<file path="config.mk">
export PLATFORM = sky130hd
export DESIGN_NAME = mrpd_div
export DESIGN_NICKNAME = d
export VERILOG_FILES = /design/src/rtl/core/mrpd_pkg.sv /design/src/rtl/core/mrpd_div.sv
export SDC_FILE = /design/constraint.sdc
export NUM_CORES = 1
export LEC_CHECK = 0
export BUFFER_PORTS_ARGS = -buffer_cell sky130_fd_sc_hd__buf_2
export CORE_ASPECT_RATIO = 0.5
export CORE_MARGIN = 2
export CORE_UTILIZATION = 40
export CTS_BUF_LIST = sky130_fd_sc_hd__clkbuf_4 sky130_fd_sc_hd__clkbuf_8
export CTS_CLUSTER_SIZE = 16
export DETAILED_ROUTE_END_ITERATION = 12
export SKIP_LAST_GASP = 1
export SLEW_MARGIN = 20
export SYNTH_ARGS = -nofsm -noshare
export SYNTH_HDL_FRONTEND = slang
export SYNTH_SLANG_ARGS = --single-unit
</file>
<file path="constraint.sdc">
create_clock -name aclk -period 3 [get_ports aclk]
set_input_delay 0.3 -clock aclk [delete_from_list [all_inputs] [get_ports aclk]]
set_output_delay 0.3 -clock aclk [all_outputs]
set_load 0.01 [all_outputs]
</file>
<file path="src/rtl/core/mrpd_pkg.sv">
// ----------------------------------------------------------------------------
// mrpd_pkg
// Shared types, codes and helpers of the multi-reference p-distance block.
// ----------------------------------------------------------------------------
`default_nettype none

package mrpd_pkg;

    localparam int CNT_W      = 11;
    localparam int NUM_REFS_W = 9;
    localparam int MIN_LEN_W  = 11;
    localparam int CFG_W      = 11;
    localparam int CODE_W     = 3;
    localparam int Q_W        = 16;
    localparam int DIST_W     = 17;
    localparam int DIV_STEPS  = 16;

    localparam logic [CNT_W-1:0]  CNT_MAX  = 11'd2047;
    localparam logic [CODE_W-1:0] CODE_BAD = 3'd4;
    localparam logic [DIST_W-1:0] ONE_Q16  = 17'h10000;

    localparam logic [7:0] CH_A = 8'h41;
    localparam logic [7:0] CH_C = 8'h43;
    localparam logic [7:0] CH_G = 8'h47;
    localparam logic [7:0] CH_T = 8'h54;

    // item operation codes
    localparam logic [1:0] OP_STORE = 2'd0;
    localparam logic [1:0] OP_START = 2'd1;
    localparam logic [1:0] OP_QUERY = 2'd2;
    localparam logic [1:0] OP_READ  = 2'd3;

    // configuration register indexes
    localparam logic REG_NUM_REFS = 1'b0;
    localparam logic REG_MIN_LEN  = 1'b1;

    typedef struct packed {
        logic [CNT_W-1:0] mis;
        logic [CNT_W-1:0] bad;
    } count_pair_t;

    function automatic logic [CODE_W-1:0] base_code(input logic [7:0] ch);
        logic [CODE_W-1:0] c;
        case (ch)
            CH_A:    c = 3'd0;
            CH_C:    c = 3'd1;
            CH_G:    c = 3'd2;
            CH_T:    c = 3'd3;
            default: c = CODE_BAD;
        endcase
        return c;
    endfunction

    function automatic logic [CNT_W-1:0] sat_inc(input logic [CNT_W-1:0] v);
        return (v == CNT_MAX) ? v : v + CNT_W'(1);
    endfunction

endpackage

`default_nettype wire

</file>
<file path="src/rtl/core/mrpd_div.sv">
// ----------------------------------------------------------------------------
// mrpd_div
// Restoring divider for the Q0.16 distance: (mis * 2^16 + usable / 2) / usable,
// one quotient bit per cycle. Expects mis < usable, so the quotient fits
// in 16 bits.
// ----------------------------------------------------------------------------
`default_nettype none

module mrpd_div
    import mrpd_pkg::*;
(
    input  wire logic             aclk,
    input  wire logic             aresetn,
    input  wire logic             start,
    input  wire logic [CNT_W-1:0] mis,
    input  wire logic [CNT_W-1:0] usable,
    output logic                  done,
    output logic      [Q_W-1:0]   quotient
);

    localparam int STEP_W = $clog2(DIV_STEPS);

    logic              busy_reg, busy_next;
    logic [STEP_W-1:0] cnt_reg, cnt_next;
    logic [CNT_W-1:0]  rem_reg, rem_next;
    logic [CNT_W-1:0]  dvs_reg, dvs_next;
    logic [Q_W-1:0]    lo_reg, lo_next;
    logic [Q_W-1:0]    q_reg, q_next;

    logic [CNT_W:0]    trial;
    logic              ge;

    always_comb begin
        trial = {rem_reg, lo_reg[Q_W-1]};
        ge    = trial >= {1'b0, dvs_reg};

        busy_next = busy_reg;
        cnt_next  = cnt_reg;
        rem_next  = rem_reg;
        dvs_next  = dvs_reg;
        lo_next   = lo_reg;
        q_next    = q_reg;

        if (start) begin
            busy_next = 1'b1;
            cnt_next  = '0;
            rem_next  = mis;
            dvs_next  = usable;
            // rounding half-divisor sits in the low dividend bits
            lo_next   = Q_W'(usable >> 1);
            q_next    = '0;
        end else if (busy_reg) begin
            rem_next = ge ? CNT_W'(trial - {1'b0, dvs_reg}) : trial[CNT_W-1:0];
            lo_next  = {lo_reg[Q_W-2:0], 1'b0};
            q_next   = {q_reg[Q_W-2:0], ge};
            cnt_next = cnt_reg + STEP_W'(1);
            if (cnt_reg == STEP_W'(DIV_STEPS - 1)) begin
                busy_next = 1'b0;
            end
        end
    end

    always_ff @(posedge aclk) begin
        if (!aresetn) begin
            busy_reg <= 1'b0;
            cnt_reg  <= '0;
        end else begin
            busy_reg <= busy_next;
            cnt_reg  <= cnt_next;
        end
    end

    always_ff @(posedge aclk) begin
        rem_reg <= rem_next;
        dvs_reg <= dvs_next;
        lo_reg  <= lo_next;
        q_reg   <= q_next;
    end

    assign done     = busy_reg && (cnt_reg == STEP_W'(DIV_STEPS - 1));
    assign quotient = {q_reg[Q_W-2:0], ge};

endmodule

`default_nettype wire

</file>
Word level (Yosys, flattened, before mapping)
Index checks and enable logic that the tools add are counted.
{ "classes": {"n_mux": 8, "magnitude_cmp": 1, "n_reduce_logical": 3, "n_eq_ne": 1, "bitwise": 1, "add_sub_neg": 2} }
{ "op_table": {"columns": ["cell", "n"], "rows": [
  ["$mux W11", 3],
  ["$mux W10", 2],
  ["$ge A12 B11 Y1", 1],
  ["$sub A11 B11 Y11", 1],
  ["$add A4 B1 Y4 const B", 1],
  ["$eq A4 B4 Y1 const B", 1],
  ["$mux W1", 3],
  ["$reduce_bool A2 Y1", 1],
  ["$reduce_or A2 Y1", 1],
  ["$logic_and A1 B1 Y1", 1],
  ["$not A1 Y1", 1]
]} }
{ "totals": {"out_inout_bits": 17, "wordCells": 23, "input_bits": 25, "regBits": 58} }

Depth between registers and ports, before layout
Gate-level depths: netlist (run 1).
{ "logic_depth": {"word_depth": 4, "depth_mapped": 10, "mapped_depth_nobuf": 9} }

Worst setup path after synthesis (run 1)
Ideal clock, no wire load.
{ "synth_timing": {"path_kind": "register to register", "from": "reg dvs_reg[0]", "to": "reg rem_reg[10] (data pin)", "path_buffers": 1, "arrival_ns": 2.001, "setup_slack_ns": 0.730, "setup_ns": 0.269, "t_required_ns": 2.731, "synth_period_minus_slack_ns": 2.270, "stages_incl_launch_ff": 10, "path_cell_list": "edfxtp_1 > ha_1 > fa_1 > nand2b_1 > o2bb2ai_2 > a21oi_2 > o2111ai_1 > buf_4 > a41oi_1 > o31ai_1"} }
{ "synth_between": {"elab_chain_cells": 4, "elab_cells_between_ends": 5, "cone_classes": "add/sub: 1; order compare: 1; mux: 3"} }
{ "synth_lines": {"columns": ["element", "line_no", "source"], "rows": [
  ["start: declaration", "mrpd_div.sv:26", "logic [CNT_W-1:0] dvs_reg, dvs_next;"],
  ["start signal: assignment", "mrpd_div.sv:75", "dvs_reg <= dvs_next;"],
  ["$sub A11 B11 Y11 / $ge A12 B11 Y1 (equally long branches)", "mrpd_div.sv:53, mrpd_div.sv:35", null],
  ["$mux W11 (*)", "mrpd_div.sv:53", "rem_next = ge ? CNT_W'(trial - {1'b0, dvs_reg}) : trial[CNT_W-1:0];"],
  ["$mux W11 (*)", "mrpd_div.sv:52", "end else if (busy_reg) begin"],
  ["$mux W11 (*)", "mrpd_div.sv:44", "if (start) begin"],
  ["net rem_next[10]", "mrpd_div.sv:25", "logic [CNT_W-1:0] rem_reg, rem_next;"],
  ["end signal: assignment", "mrpd_div.sv:74", "rem_reg <= rem_next;"],
  ["end: declaration", "mrpd_div.sv:25", null]
]} }
The timed path passes the listed nets; every way through them passes the cells marked *. The select of a mux whose other input is x is not followed.
A chain may end at the register's enable or synchronous reset.

Final worst setup path (run 1)
{ "layout_timing": {"from": "reg lo_reg[15]", "to": "out quotient[0]"} }
{ "layout_between": {"elab_chain_cells": 1} }
{ "layout_lines": {"columns": ["element", "line_no", "source"], "rows": [
  ["start: declaration", "mrpd_div.sv:27", "logic [Q_W-1:0] lo_reg, lo_next;"],
  ["start signal: assignment", "mrpd_div.sv:76", "lo_reg <= lo_next;"],
  ["$ge A12 B11 Y1", "mrpd_div.sv:35", "ge = trial >= {1'b0, dvs_reg};"],
  ["end: declaration", "mrpd_div.sv:18", "output logic [Q_W-1:0] quotient"]
]} }
Every way passes these cells.

==> results.md, run 1 <==
- Critical Path Most Common Cell: inv_1
- Post-synthesis mux area share: between 10% and 20%
- Share of total power in sequential cells: 40.0%
- TritonCTS clock tree: done
- Critical path's top delay family: adder cells
- XOR/XNOR Fraction of Synth Area: between 3 and 4%
- Fill cells: ~630
- IO Pins: between 40 and 50
- First-pass iteration count of the detailed router: 4
- Post-synth EDFFs: 32
- Setup crit end: quotient[0]
- Core Footprint: between 6000 and 7000 µm²
- F_max: 0.3527 GHz
- Comb power frac: between 20% and 30%
- Main combinational cell family by area after synthesis: compound AO/OA/AOI/OAI gates
- CTS H-tree lvls: 3
- CP Cell Sequence: inv_1 > ha_1 > fa_1 > nand2b_1 > o2bb2ai_2 > a21oi_2 > o2111a_2 > nor2_2 > inv_1 > buf_2
- Yosys top cell area share: between 30% and 40%
- CTS sink count: 58
- Number of global-route vias before repair: 1957
- Sequential share of the synthesized area: between 50% and 60%
- Top_reg_cell synth: edfxtp_1
- Critical path endpoint category: output port
- Overflow left after global routing: 0
- Flop-to-flop setup slack: between 300 and 400 ps
- Initial antenna violation count: 0
- Commonest non-fill, non-tap cell in the layout: buf_2
- Worst VDD drop: 0.0003514 V
- YS warnings: 0
- Power Internal: 1.726 mW
- Final setup vio count: 0
- GRT Total Usage: 15.79%
- CTS Buffer Depth: 2
- Root buf cell: clkbuf_8
- Setup TNS: 0 ps
- R2R depth: 10
- Syn_area_per_cell: between 10 and 15 µm²
- Total of max-cap violations: 0
- Starting Density: 42.08%
- Asr flop ratio synth: 0%
- Slowest stage delay, CP: about 420 ps
- Finished Core Util: about half
- Die Wd: 123.7 µm
- Seq cells post-synth: 58
- Layer with the highest usage: met2
- Met2 usage: roughly a quarter
- Relative slew margins: between 60 and 70%
- WP buf/inv: 3
- Final period util: about 95%
- WL final: roughly 5800 µm
- Switch share: ~29%
- Startpoint types: flip-flop
- Final Wtd Congestion: between 0.9 and 1
- Synth Instances: about 260
- PD cells: 716.8 nW/µm²
- Worst-Skew Late Latency: ~330 ps
- Slowest cell on the critical path: fa_1
- Synth Area in Adders: slightly below 6%
- Via total after detailed routing: between 2000 and 2500
- Site Rows: 21
- Detailed Place HPWL: roughly 4000 µm
- P&R area growth vs syn: 18.22%
- Register Area: roughly 1500 µm²
- Post-cts sizing count: 0
- Worst R2R End: rem_reg[5]
- Largest fanout on the critical path: 8
- Mapped Nets: slightly below 300
- Port Buf Inserts: between 40 and 50
- Largest net degree at the start of global routing: 38
- Cts bufs inserted: 9
- Psw: about 0.7 mW
- Post-CTS setup buffers: 0
- CP Depth: 10
- GR Util met3: under 10%
- Post-synthesis compound-gate area fraction: roughly 12%
- ANT cells: 0
- Post-synthesis simple-gate area fraction: a little under an eighth
- Area occupied by multi-input gates: 1274 µm²
- Worst EP arrival: 2540 ps
- DR iter-0 viols: 89
- DR WL/cell: approximately 15 µm
- Post-route ant nets: 0
- Met1 usage: between 20% and 30%
- Worst Tran Pin Value: 547.0 ps
- First-pass GRT wire length: a little over 9000 µm
- Unrepaired setup endpoints after global routing: false
- Max Clock Skew: around 9.3 ps
- Max reg flops: 16
- Netlist cell types: 44
- Crit path launch: lo_reg[15]
- Commonest non-fill, non-tap cells in the layout: buf_2, nor2_1, edfxtp_1
- Top cells by area, synth: edfxtp_1, dfxtp_1, mux2i_1
- Die height: roughly 64 µm
- Leakage: about 1.4 nW
- Clk pwr share: between 30% and 40%
- DRC: 0
- R2r startpoint: lo_reg[15]
- Reg clk slew, reported paths: approximately 60 ps
- Final Max Tran Viols: 0
- Final nets: 340
- Min Tclk post-route: roughly 2800 ps
- Worst Hold Class: input port to flip-flop
- Critical path class: flip-flop to output port
- Share of cells above drive strength 1: 26.06%
- Largest area contributor in the netlist: edfxtp_1
- Mapped Area: 2864 µm²
- Via density per instance: 5.085
- Hold buffer count at cts: 0
- Hold Vio Cnt, Final: 0
- CP required: roughly 2700 ps
- Status: complete, no violations
- Die area: about 7900 µm²
stage by stage:
| step | std cells | power [mW] | cell area, µm² | setup WS, ps | hold WS [ps] |
|---|---|---|---|---|---|
| after floorplan | 258 | 1.462 | 2864 | 729.9 | 398.9 |
| after global placement | 383 | 1.599 | 3158 | 515.7 | 474.3 |
| after detailed placement | 383 | 1.609 | 3158 | 423.4 | 479.2 |
| after CTS | 399 | 2.438 | 3386 | 164.3 | 138.8 |
| after global routing | 399 | 2.556 | 3386 | 24.60 | 126.4 |
| final | 399 | 2.427 | 3386 | 164.9 | 151.2 |
layout make-up:
cell class | instances | share of cell area [%]
Clock buffer | 14 | 4.952
Clock inverter | 2 | 1.774
Inverter | 14 | 1.552
Multi-Input combinational cell | 174 | 37.62
Sequential cell | 58 | 43.75
Tap cell | 92 | 3.400
Timing Repair Buffer | 45 | 6.948
worst min path at each step:
| stage | cells after the start | start | slack (ps) | endpoint |
|---|---|---|---|---|
| final | 1 | usable[0] | 150 | dvs_reg[0] |
| after global placement | 2 | q_reg[14] | 470 | q_reg[14] |
| after global routing | 1 | usable[5] | 130 | dvs_reg[5] |
| after floorplan | 0 | usable[0] | 400 | dvs_reg[0] |
| after CTS | 1 | usable[0] | 140 | dvs_reg[0] |
| after detailed placement | 2 | q_reg[14] | 480 | q_reg[14] |
metal layers:
| metal | vias up | routed length, µm |
|---|---|---|
| met5 | - | 0 |
| li1 | 1029 | - |
| met2 | 56 | 2555 |
| met1 | 936 | 2847 |
| met4 | 0 | 59 |
| met3 | 8 | 338 |
cells by family (layout without fill, tap and decap cells):
| group | count (synthesis) | count (layout) |
|---|---|---|
| adders and majority gates | 13 | 13 |
| AOI/OAI and AO/OA | 47 | 47 |
| and+or+nand+nor | 73 | 73 |
| xor gates and xnor gates | 10 | 10 |
| muxes | 31 | 31 |
| buffers and inverters | 26 | 75 |
| DFF | 58 | 58 |
power groups by stage:
stage               combinational [mW]  sequential [mW]  clock (mW)
floorplan                        0.488            0.974           0
global placement                 0.614            0.985           0
detailed placement               0.621            0.988           0
CTS                              0.629            0.971       0.838
global route                     0.699            0.978       0.879
finish                           0.632            0.971       0.823
worst register-to-register path: cells and delay by family (launching register included):
family          cells  cell delay, ps
compound gates      5             860
fa+ha+maj           2             650
flops               1             360
buf+inv             2             310
simple gates        1             180
synth_stat cells (2+ instances only):
cell and number:
a211oi_1 3, a21oi_1 6, a31oi_1 5, a41oi_1 3, and2_1 4, buf_1 3, buf_2 3, buf_4 2
clkbuf_1 4, dfxtp_1 26, edfxtp_1 32, ha_1 12, inv_1 14, mux2_2 10, mux2i_1 21, nand2_1 9
nand2b_1 4, nand3_1 5, nand4_1 4, nor2_1 38, nor2b_1 2, nor3_1 3, o2111ai_1 2, o21a_1 2
o21ai_0 8, o21ai_1 2, o311ai_2 2, o31a_1 2, o31ai_1 4, xnor2_1 5, xor2_1 5
Power figures use the tool's default switching activity.
==> inputs of run 2 (changes only) <==
- ABC_AREA: default -> 1
==> results.md, run 2 <==
- Status: complete, no violations
- Top cells by area, synth: edfxtp_1, dfxtp_1, nand2_1
- Critical Path Most Common Cell: nand2_1
- Final setup vio count: 0
- Hold Vio Cnt, Final: 0
- Site Rows: 22
- Top_reg_cell synth: edfxtp_1
- Root buf cell: clkbuf_8
- Max Clock Skew: about 7 ps
- Worst Hold Class: input port to flip-flop
- CTS sink count: between 50 and 60
- IO Pins: 42
- Total of max-cap violations: 0
- Relative slew margins: 59.31%
- Commonest cells post-synth: nand2_1, inv_1, edfxtp_1
- Slowest stage delay, CP: 400 ps
- DR WL/cell: 12.02 µm
- Final nets: approximately 450
- CTS H-tree lvls: 3
- First-pass GRT wire length: around 11000 µm
- Share of cells above drive strength 1: between 10% and 20%
- Hold Path Depth: 1
- Final Wtd Congestion: 0.8519
- R2r startpoint: dvs_reg[0]
- Synth Instances: roughly 370
- Critical path class: flip-flop to output port
- WP buf/inv: 2
- CP required: about 2700 ps
- Sequential share of the synthesized area: 48.11%
- DR iter-0 viols: between 150 and 200
- Post-synth EDFFs: 32
- DRC: 0
- Worst R2R End: rem_reg[9]
- Number of global-route vias before repair: about 2300
- R2R depth: 12
- Worst VDD drop: ~0.00033 V
- P&R area growth vs syn: 16.21%
- Finished Core Util: roughly half
- Leakage: around 1.8 nW
- Largest net degree at the start of global routing: 33
- Max reg flops: 16
- Mapped Area: between 3000 and 4000 µm²
- Via total after detailed routing: 2406
- Die area: between 8000 and 9000 µm²
- Detailed Place HPWL: ~4600 µm
- Flop-to-flop setup slack: between 600 and 700 ps
- Min Tclk post-route: 2655 ps
- Hold Startpoint: usable[0]
- WL final: around 6200 µm
- Critical path endpoint category: output port
- Commonest non-fill, non-tap cell in the layout: nand2_1
- Dominant cell by count in the synthesized netlist: nand2_1
- Commonest non-fill, non-tap cells in the layout: nand2_1, inv_1, buf_2
- PD cells: 681.1 nW/µm²
- Post-route ant nets: 0
- Initial antenna violation count: 0
- GRT Total Usage: between 15 and 20%
- Slowest cell on the critical path: fa_1
- Reg clk slew, reported paths: 70 ps
- ANT cells: 0
- Core Footprint: around 7400 µm²
- Starting Density: approximately two fifths
- Yosys top cell area share: a little under a third
- TritonCTS clock tree: done
- Worst-case hold path end point: dvs_reg[0]
- Post-cts sizing count: 0
- Post-CTS setup buffers: 0
- CP Cell Sequence: ha_1 > fa_1 > inv_1 > nand2_1 > nand2_1 > nand2_2 > nand2_1 > nand2_2 > nand3_4 > buf_2
- Via density per instance: approximately 4.7
- Startpoint types: flip-flop
- Critical path's top delay family: simple AND/OR/NAND/NOR gates
- Largest area contributor in the netlist: edfxtp_1
- Final period util: 88.51%
- Mapped Nets: between 400 and 500
- YS warnings: 0
- Cts bufs inserted: 9
- Unrepaired setup endpoints after global routing: false
- Asr flop ratio synth: 0%
- Worst EP arrival: ~2400 ps
- CTS Buffer Depth: 2
- Die height: 66.04 µm
- Largest fanout on the critical path: 13
- Netlist cell types: 32
- Hold buffer count at cts: 0
- Worst Tran Pin Value: between 600 and 700 ps
- Seq cells post-synth: 58
- F_max: 0.3766 GHz
- Die Wd: ~130 µm
- First-pass iteration count of the detailed router: 4
- Overflow left after global routing: 0
- Port Buf Inserts: 41
- Final Max Tran Viols: 0
- Syn_area_per_cell: 8.233 µm²
- Setup TNS: 0 ps
- Worst-Skew Late Latency: 330 ps
==> run 2: cell count changes after synthesis, sizes merged, moves of 18 or more <==
cell,previous run,this run
o22ai,0,18
nor2,39,13
nand3,5,30
inv,14,75
mux2i,21,1
nand2,9,119
==> run 2: worst reg2reg max path: stages, from the launching register on <==
cell      delay, ps
edfxtp_1        390
ha_1            250
fa_1            400
inv_1           110
nand2_1          60
nand2_1          90
nand2_2          60
nand2_1          70
nand2_2         170
nand3_4         240
nand3_1         130
nand2_1          80
nand2_1          40
==> run 2: per-layer routing <==
metal,vias to the layer above,share of wire [%],global-route usage (%),wire length [µm]
met4,0,1.8,6.731,110
li1,1281,-,-,-
met1,1064,50,21.37,3129
met2,50,42,24.93,2613
met3,11,5.6,4.773,348
met5,-,0,0,0
==> run 2: how the worst max path moves through the flow <==
| stage | start | endpoint | slack, ps | cells past startpoint |
|---|---|---|---|---|
| after global placement | dvs_reg[0] | quotient[0] | 780 | 10 |
| after CTS | dvs_reg[0] | quotient[0] | 320 | 10 |
| after floorplan | dvs_reg[0] | quotient[0] | 1010 | 11 |
| final | dvs_reg[0] | quotient[0] | 340 | 10 |
| after detailed placement | dvs_reg[0] | rem_reg[9] | 700 | 12 |
| after global routing | dvs_reg[0] | quotient[0] | 160 | 10 |
==> run 2: power by group <==
part | internal [mW] | switching, mW | leakage (nW)
Combinational | 0.223 | 0.390 | 1.10
Sequential | 0.919 | 0.0314 | 0.533
Clock | 0.565 | 0.309 | 0.125
==> run 2: logic make-up after synthesis <==
logic type / share of synthesized area (%)
AOI/OAI and AO/OA: 5.811
xor gates and xnor gates: 0.8535
adders and majority gates: 5.526
buffers and inverters: 12.64
DFF: 48.11
muxes: 0.3251
and+or+nand+nor: 26.74
==> run 2: area by class of cell <==
class / count / area [µm²]
multi-input combinational: 226 / 1209
timing repair buffer: 44 / 240.2
tap: 96 / 120.1
clock buffer: 10 / 131.4
fill: 723 / 3826
clock inverter: 6 / 111.4
inverter: 76 / 285.3
sequential: 58 / 1481
==> run 2: per-stage QoR <==
stage / setup slack (ps) / hold slack [ps] / power (mW) / area (µm²) / std cells
after detailed placement: 703.3 / 465.4 / 1.577 / 3336 / 500
after global routing: 160.7 / 131.3 / 2.584 / 3578 / 516
after floorplan: 1015 / 398.9 / 1.469 / 3079 / 374
after CTS: 323.2 / 130.5 / 2.460 / 3578 / 516
final: 344.8 / 152.7 / 2.437 / 3578 / 516
after global placement: 777.6 / 437.9 / 1.576 / 3336 / 500
==> inputs of run 3 (changes only) <==
- CTS_CLUSTER_SIZE: 16 -> default
- clock period: 3 -> 2.7 ns (I/O delays scaled with it)
==> results.md, run 3 (synthesis results as in run 2) <==
- Detailed Place HPWL: between 4000 and 5000 µm
- Die height: ~66 µm
- Final period util: 91.48%
- Cts bufs inserted: 9
- WL final: between 6000 and 7000 µm
- Commonest non-fill, non-tap cell in the layout: nand2_1
- Final setup vio count: 0
- Number of global-route vias before repair: ~2300
- Final nets: around 460
- DRC: 0
- GRT Total Usage: between 10% and 20%
- Initial antenna violation count: 0
- PD cells: about 710 nW/µm²
- F_max: roughly 0.4 GHz
- First-pass iteration count of the detailed router: 4
- Worst Tran Pin Value: between 600 and 700 ps
- ANT cells: 0
- Site Rows: 22
- Worst VDD drop: between 0.0003 and 0.0004 V
- Via total after detailed routing: approximately 2400
- Register Area: ~1500 µm²
- Min Tclk post-route: 2470 ps
- Max reg flops: 16
- Setup TNS: 0 ps
- Final setup margin: 230.1 ps
- Overflow left after global routing: 0
- Fill cells: roughly 740
- Max Clock Skew: roughly 9.1 ps
- P&R area growth vs syn: 15.16%
- TritonCTS clock tree: done
- Unrepaired setup endpoints after global routing: false
- Post-Place Worst Slack: about 430 ps
- Die area: around 8500 µm²
- CTS H-tree lvls: 3
- Layer with the highest usage: met2
- Commonest non-fill, non-tap cells in the layout: nand2_1, inv_1, buf_2
- Relative slew margins: a little under three fifths
- Core Footprint: between 7000 and 8000 µm²
- GR Util met3: 5.340%
- Die Wd: ~130 µm
- Met2 usage: approximately a quarter
- Critical path class: flip-flop to output port
- Startpoint types: flip-flop
- Worst-Skew Late Latency: ~340 ps
- Root buf cell: clkbuf_8
- Reg clk slew, reported paths: approximately 60 ps
- Leakage: around 1.8 nW
- CTS sink count: 58
- Largest net degree at the start of global routing: 33
- Critical path endpoint category: output port
- Port Buf Inserts: 41
- Worst EP arrival: 2200 ps
- Power Total: ~2.5 mW
- Post-route ant nets: 0
- DR WL/cell: 11.95 µm
- Via density per instance: 4.719
- DR iter-0 viols: between 150 and 200
- Post-cts sizing count: 0
- Worst Hold Class: input port to flip-flop
- Hold Vio Cnt, Final: 0
- First-pass GRT wire length: ~11000 µm
- Hold buffer count at cts: 0
- CTS Buffer Depth: 2
- Share of cells above drive strength 1: about a fifth
- CP required: ~2400 ps
- Total of max-cap violations: 0
- Flop-to-flop setup slack: just under 400 ps
- Area occupied by multi-input gates: 1209 µm²
- Status: complete, no violations
- Post-CTS setup buffers: 0
- Final Max Tran Viols: 0
- Met1 usage: between 20% and 30%
- IO Pins: 42
- Starting Density: 41.58%
- Largest fanout on the critical path: 12
- Final Wtd Congestion: approximately 0.84
==> run 3: final cells by class <==
cell class                 count  share of cell area [%]
clock buffer                  12                   4.658
clock inverter                 4                  0.6351
inverter                      76                   8.045
multi-input combinational    226                   34.09
sequential                    58                   41.78
tap                           96                   3.387
timing repair buffer          47                   7.410
==> run 3: where the power goes <==
| group | internal (mW) | switching, mW | leakage (nW) | total, mW |
|---|---|---|---|---|
| Sequential | 1.02 | 0.0363 | 0.533 | 1.06 |
| Clock | 0.406 | 0.340 | 0.103 | 0.745 |
| Combinational | 0.265 | 0.438 | 1.11 | 0.703 |
| Total | 1.69 | 0.814 | 1.75 | 2.51 |
==> run 3: worst max-delay path, cell delays in order (launching register included) <==
cell	delay, ps
edfxtp_1	360
ha_1	230
fa_1	410
inv_1	100
nand2_1	50
nand2_1	90
nand2_2	70
nand2_1	70
nand2_2	170
nand3_4	150
buf_2	150
==> run 3: path summary, 6_finish.rpt <==
path / startpoint / end / cells past startpoint
worst min register to register: q_reg[14] / q_reg[14] / 2
worst max-delay path: dvs_reg[0] / quotient[0] / 10
worst min-delay path: usable[0] / dvs_reg[0] / 1
worst max register to register: dvs_reg[0] / rem_reg[8] / 13
==> run 3: layer usage <==
| layer | up-vias | share of wire [%] |
|---|---|---|
| met5 | - | 0 |
| met4 | 0 | 1.3 |
| met3 | 8 | 5.0 |
| met2 | 45 | 42 |
| met1 | 1105 | 52 |
| li1 | 1291 | - |
==> run 3: per-stage QoR <==
step           instance area [µm²]  hold slack, ps  utilization (%)  std cells
2_1_floorplan                 3079           368.9                -        374
3_3_place_gp                  3336           436.0            45.05        500
3_5_place_dp                  3336           449.8            45.05        500
4_1_cts                       3523           94.26            47.58        516
5_1_grt                       3546           87.13            47.89        519
6_report                      3546           113.1            47.89        519
